==> src/rtl/mpba_div.sv <==
// iterative restoring remainder unit, one dividend bit per cycle
`default_nettype none

module mpba_div #(
    parameter int DW = 48
) (
    input  wire logic          i_clk,
    input  wire logic          i_rst_n,
    input  wire logic          i_start,
    input  wire logic [DW-1:0] i_dividend,
    input  wire logic [31:0]   i_divisor,
    output logic               o_done,
    output logic [31:0]        o_remainder
);
    localparam int CW = $clog2(DW + 1);

    logic          r_busy;
    logic          r_done;
    logic [CW-1:0] r_cnt;
    logic [DW-1:0] r_dvd;
    logic [31:0]   r_rem;
    logic [31:0]   r_dsr;
    logic [32:0]   w_trial;
    logic [32:0]   w_diff;
    logic          w_ge;

    // trial subtract of the shifted partial remainder
    always_comb begin
        w_trial = {r_rem, r_dvd[DW-1]};
        w_diff  = w_trial - {1'b0, r_dsr};
        w_ge    = (w_trial >= {1'b0, r_dsr});
    end

    // step sequencing
    always_ff @(posedge i_clk) begin
        if (!i_rst_n) begin
            r_busy <= 1'b0;
            r_done <= 1'b0;
            r_cnt  <= '0;
        end else begin
            r_done <= 1'b0;
            if (i_start) begin
                r_busy <= 1'b1;
                r_cnt  <= CW'(DW);
                r_dvd  <= i_dividend;
                r_rem  <= '0;
                r_dsr  <= i_divisor;
            end else if (r_busy) begin
                r_dvd <= {r_dvd[DW-2:0], w_ge};
                r_rem <= w_ge ? w_diff[31:0] : w_trial[31:0];
                r_cnt <= r_cnt - CW'(1);
                if (r_cnt == CW'(1)) begin
                    r_busy <= 1'b0;
                    r_done <= 1'b1;
                end
            end
        end
    end

    assign o_done      = r_done;
    assign o_remainder = r_rem;

endmodule

`default_nettype wire

==> config.mk <==
export PLATFORM = sky130hd
export DESIGN_NAME = mpba_div
export DESIGN_NICKNAME = d
export VERILOG_FILES = /design/src/rtl/mpba_div.sv
export SDC_FILE = /design/constraint.sdc
export NUM_CORES = 1
export LEC_CHECK = 0
export BUFFER_PORTS_ARGS = -buffer_cell sky130_fd_sc_hd__clkbuf_2
export CORE_UTILIZATION = 30
export CTS_CLUSTER_DIAMETER = 80
export DETAILED_ROUTE_END_ITERATION = 16
export SYNTH_ARGS = -nofsm -noshare
export SYNTH_HDL_FRONTEND = slang
export SYNTH_SLANG_ARGS = --single-unit
==> constraint.sdc <==
create_clock -name i_clk -period 3.3 [get_ports i_clk]
set_input_delay 0 -clock i_clk [delete_from_list [all_inputs] [get_ports i_clk]]
set_output_delay 0 -clock i_clk [all_outputs]
set_load 0.005 [all_outputs]
==> impl_table.tex <==
\begin{tabular}{lr}
\hline
Metric & Value \\
\hline
\multicolumn{2}{l}{\textbf{Timing}} \\
Fmax & around 0.32 GHz \\
Final worst clock skew & 0.01291 ns \\
Final setup TNS & 0 ns \\
Max transition margin & roughly 57\% \\
Setup violators final & 0 \\
Worst hold slack & approximately 0.020 ns \\
Transition time of the tightest slew-check pin & 0.6507 ns \\
Max Slew Vio Count & 0 \\
Final critical path time including I/O delays and setup & a little over 3 ns \\
Post-layout worst setup margin & approximately 0.21 ns \\
Final Hold Vio Count & 0 \\
Fin crit share & just over 90\% \\
Setup repair after global routing missed its margin & false \\
\multicolumn{2}{l}{\textbf{Status}} \\
Outcome & finished clean \\
\multicolumn{2}{l}{\textbf{Die}} \\
Number of placement rows & 54 \\
Top Ports & between 100 and 150 \\
Height of the chip & approximately 150 µm \\
Horizontal die dimension & between 150 and 200 µm \\
Die area & between 0.02 and 0.025 mm² \\
CORE AREA & between 0.02 and 0.025 mm² \\
Initial core utilization & 30.67\% \\
\multicolumn{2}{l}{\textbf{Setup path}} \\
Critical Path, Cell by Cell & ha\_1 > a21o\_1 > a31o\_1 > o21bai\_2 > a2111o\_1 > a21o\_1 > a41o\_1 > nor2\_2 > nor3\_1 > or4\_1 \\
R2r startpoint & o\_remainder[3] \\
Crit path launch type & register \\
Worst setup slack for register-to-register paths & 0.21 ns \\
Depth of the worst register-to-register path & 10 \\
Kind of end point of the critical path & register \\
Required time at the worst-slack endpoint & 3.46 ns \\
Highest cell delay on the worst timing path & 0.50 ns \\
Buffering stage count on the worst path with inverters included & 0 \\
Total stage count of the critical path & 10 \\
Class of the most critical setup path & reg -> reg \\
Critical-path top delay cell & sky130\_fd\_sc\_hd\_\_or4\_1 \\
Kind of cell adding the most delay to the critical path & compound AO/OA/AOI/OAI gates \\
Cell with the most instances on the worst path & sky130\_fd\_sc\_hd\_\_a21o\_1 \\
Maximum net fanout on the critical path & 5 \\
Launch point of the critical path & o\_remainder[3] \\
Crit path arrival time & 3.25 ns \\
\multicolumn{2}{l}{\textbf{Cells and area}} \\
Most common cell after layout, fill and taps aside & sky130\_fd\_sc\_hd\_\_clkbuf\_2 \\
Layout cells sized above 1 & between 20\% and 30\% \\
Post-route design area & around 0.009 mm² \\
Area growth, synth to finish & 35.66\% \\
Net count, final & about 890 \\
Commonest cells after routing, fill and taps aside & sky130\_fd\_sc\_hd\_\_clkbuf\_2, sky130\_fd\_sc\_hd\_\_edfxtp\_1, sky130\_fd\_sc\_hd\_\_dlygate4sd3\_1 \\
Filler cell count & between 2000 and 2500 \\
Ant. Diodes & 0 \\
\multicolumn{2}{l}{\textbf{Placed design}} \\
Setup WS pre-CTS & 0.06134 ns \\
Number of input and output port buffers inserted & approximately 120 \\
DP Wirelength & approximately 11000 µm \\
Final weighted congestion of routability-driven global placement & between 0.8 and 0.9 \\
Placed inst area & approximately 0.0076 mm² \\
\multicolumn{2}{l}{\textbf{Logic synthesis}} \\
Warnings from Yosys & 0 \\
Share of the yosys chip area belonging to registers & 52.64\% \\
Number of library cell types mapped by synthesis & between 60 and 70 \\
Mean cell area of the mapped netlist & 11.76 µm² \\
Number of nets in the synthesized netlist & 687 \\
Async set-reset flop share out of synthesis & 0\% \\
Synthesized netlist cell count & between 500 and 600 \\
Count of flip-flops with a built-in enable after synthesis & around 110 \\
Synthesized cell area & around 0.0067 mm² \\
Number of storage elements in the synthesis netlist & 120 \\
Main flop type after synthesis & sky130\_fd\_sc\_hd\_\_edfxtp\_1 \\
\multicolumn{2}{l}{\textbf{Clocking}} \\
Later-pin clock latency in the skew report & about 0.42 ns \\
Clock slew at reported path FFs & approximately 0.060 ns \\
TritonCTS Sinks & 120 \\
CTS tree & built \\
Cell at the root of the clock tree & sky130\_fd\_sc\_hd\_\_clkbuf\_16 \\
Bufs on Longest Clock Path & 2 \\
Total clock buffers created by CTS & 17 \\
Number of H-tree branching levels & 4 \\
\multicolumn{2}{l}{\textbf{Global routing}} \\
Antenna violations before repair & 0 \\
Total Routing Usage GR & between 10\% and 20\% \\
Maximum number of pins on one net before global-route repair & 43 \\
Leftover overflow at the end of global routing & 0 \\
First-pass GRT wire length & roughly 26000 µm \\
Via count of the first global-routing pass & between 5000 and 6000 \\
\multicolumn{2}{l}{\textbf{Drt}} \\
Overall via count from detail\_route & 5055 \\
Wire length reported by the detailed router & 16450 µm \\
ANT nets after route & 0 \\
WL/cell & between 15 and 20 µm \\
Number of design-rule violations left by the first detailed-router iteration & 199 \\
Drt pass-1 iters & 5 \\
Mean number of vias per cell & roughly 4.7 \\
Residual DRC count & 0 \\
\multicolumn{2}{l}{\textbf{Power}} \\
Max VDD drop & around 0.33 mV \\
PD cells & between 500 and 600 mW/mm² \\
Design Power & 0.005079 W \\
Standby leakage power & $\sim$3.8 nW \\
\multicolumn{2}{l}{\textbf{Run}} \\
Max\_cap viols & 0 \\
\multicolumn{2}{l}{\textbf{Worst hold path}} \\
Hold path startpoint & i\_start \\
Path type of the worst min-delay path & in -> reg \\
Instance count along the most critical hold path & 2 \\
\hline
\end{tabular}
==> power by group <==
group / internal [W] / switching (W) / leakage [nW] / total, W
clock: 0.00119 / 0.000734 / 0.293 / 0.00193
combinational: 0.000599 / 0.000654 / 2.35 / 0.00125
sequential: 0.00183 / 0.0000672 / 1.14 / 0.00190
==> metal layers <==
layer | track usage [%] | vias up | wire length (µm)
met5 | 0 | - | 0
met4 | 4.200 | 0 | 147
met3 | 5.361 | 10 | 1095
met2 | 24.86 | 136 | 7903
met1 | 18.15 | 2395 | 7304
li1 | - | 2514 | -
==> area by class of cell <==
cell class | instances | area (µm²) | area share, %
timing repair buffer | 210 | 1514 | 16.67
clock buffer | 18 | 429.2 | 4.726
sequential | 120 | 3523 | 38.80
multi-input combinational | 384 | 2930 | 32.27
inverter | 43 | 161.4 | 1.777
clock inverter | 14 | 172.7 | 1.901
tap | 280 | 350.3 | 3.858
==> cell usage after synthesis, types with 3 or more instances <==
cell type	instances	area, µm²
sky130_fd_sc_hd__edfxtp_1	112	3363
sky130_fd_sc_hd__nor2_1	49	183.9
sky130_fd_sc_hd__mux2_2	47	529.3
sky130_fd_sc_hd__inv_1	43	161.4
sky130_fd_sc_hd__ha_1	34	425.4
sky130_fd_sc_hd__a21oi_1	30	150.1
sky130_fd_sc_hd__nand2_1	24	90.09
sky130_fd_sc_hd__mux2i_1	23	230.2
sky130_fd_sc_hd__xnor2_1	22	192.7
sky130_fd_sc_hd__o21ai_0	18	90.09
sky130_fd_sc_hd__a21o_1	14	105.1
sky130_fd_sc_hd__nand3_1	12	60.06
sky130_fd_sc_hd__xor2_1	10	87.58
sky130_fd_sc_hd__buf_2	9	45.04
sky130_fd_sc_hd__clkbuf_1	9	33.78
sky130_fd_sc_hd__nor3_1	9	45.04
sky130_fd_sc_hd__dfxtp_1	8	160.2
sky130_fd_sc_hd__o21a_1	8	60.06
sky130_fd_sc_hd__a31oi_1	6	37.54
sky130_fd_sc_hd__a21boi_0	5	37.54
sky130_fd_sc_hd__or2_2	5	31.28
sky130_fd_sc_hd__a211oi_1	4	30.03
sky130_fd_sc_hd__nand2b_1	4	25.02
sky130_fd_sc_hd__nand3b_1	4	30.03
sky130_fd_sc_hd__nor2b_1	4	25.02
sky130_fd_sc_hd__nor4_1	4	25.02
sky130_fd_sc_hd__o31ai_1	4	30.03
sky130_fd_sc_hd__a31o_2	3	26.28
sky130_fd_sc_hd__o21bai_1	3	22.52
==> registers in the layout, summed over array words and instances, names as in the netlist <==
name         count
r_dsr           32
r_cnt            6
o_done           1
o_remainder     32
r_dvd           48
r_busy           1
==> logic make-up (layout without fill, tap and decap cells) <==
family                     count (synthesis)  after routing  synth area share [%]
AOI/OAI and AO/OA                        111            111                 11.08
xor gates and xnor gates                  32             32                 4.187
adders and majority gates                 35             35                 6.654
buffers and inverters                     66            285                 4.000
DFF                                      120            120                 52.64
muxes                                     70             70                 11.35
and+or+nand+nor                          135            136                 10.09
==> worst register-to-register path, stage by stage (launching register included) <==
cell and delay (ns):
sky130_fd_sc_hd__edfxtp_1 0.43, sky130_fd_sc_hd__ha_1 0.39, sky130_fd_sc_hd__a21o_1 0.16, sky130_fd_sc_hd__a31o_1 0.17, sky130_fd_sc_hd__o21bai_2 0.11, sky130_fd_sc_hd__a2111o_1 0.39
sky130_fd_sc_hd__a21o_1 0.24, sky130_fd_sc_hd__a41o_1 0.28, sky130_fd_sc_hd__nor2_2 0.10, sky130_fd_sc_hd__nor3_1 0.05, sky130_fd_sc_hd__or4_1 0.50
==> timing repair <==
item	in CTS	in global routing
hold endpoints to repair	88	0
resized for setup	0	5
setup buffers	0	3
hold buffers	81	0
setup endpoints to repair	0	14
==> metrics by stage <==
step                      std cells  util (%)
after CTS                      1065     41.38
after global placement          952     34.91
after floorplan                 569         -
final                          1069     41.61
after global routing           1069     41.61
after detailed placement        952     34.91
==> path summary, 6_finish.rpt <==
path	to
worst max register to register	o_remainder[31]
worst min register to register	r_cnt[1]
worst min-delay path	o_remainder[17]
worst max-delay path	o_remainder[31]
No activity file was read; power rests on OpenSTA's default activity.
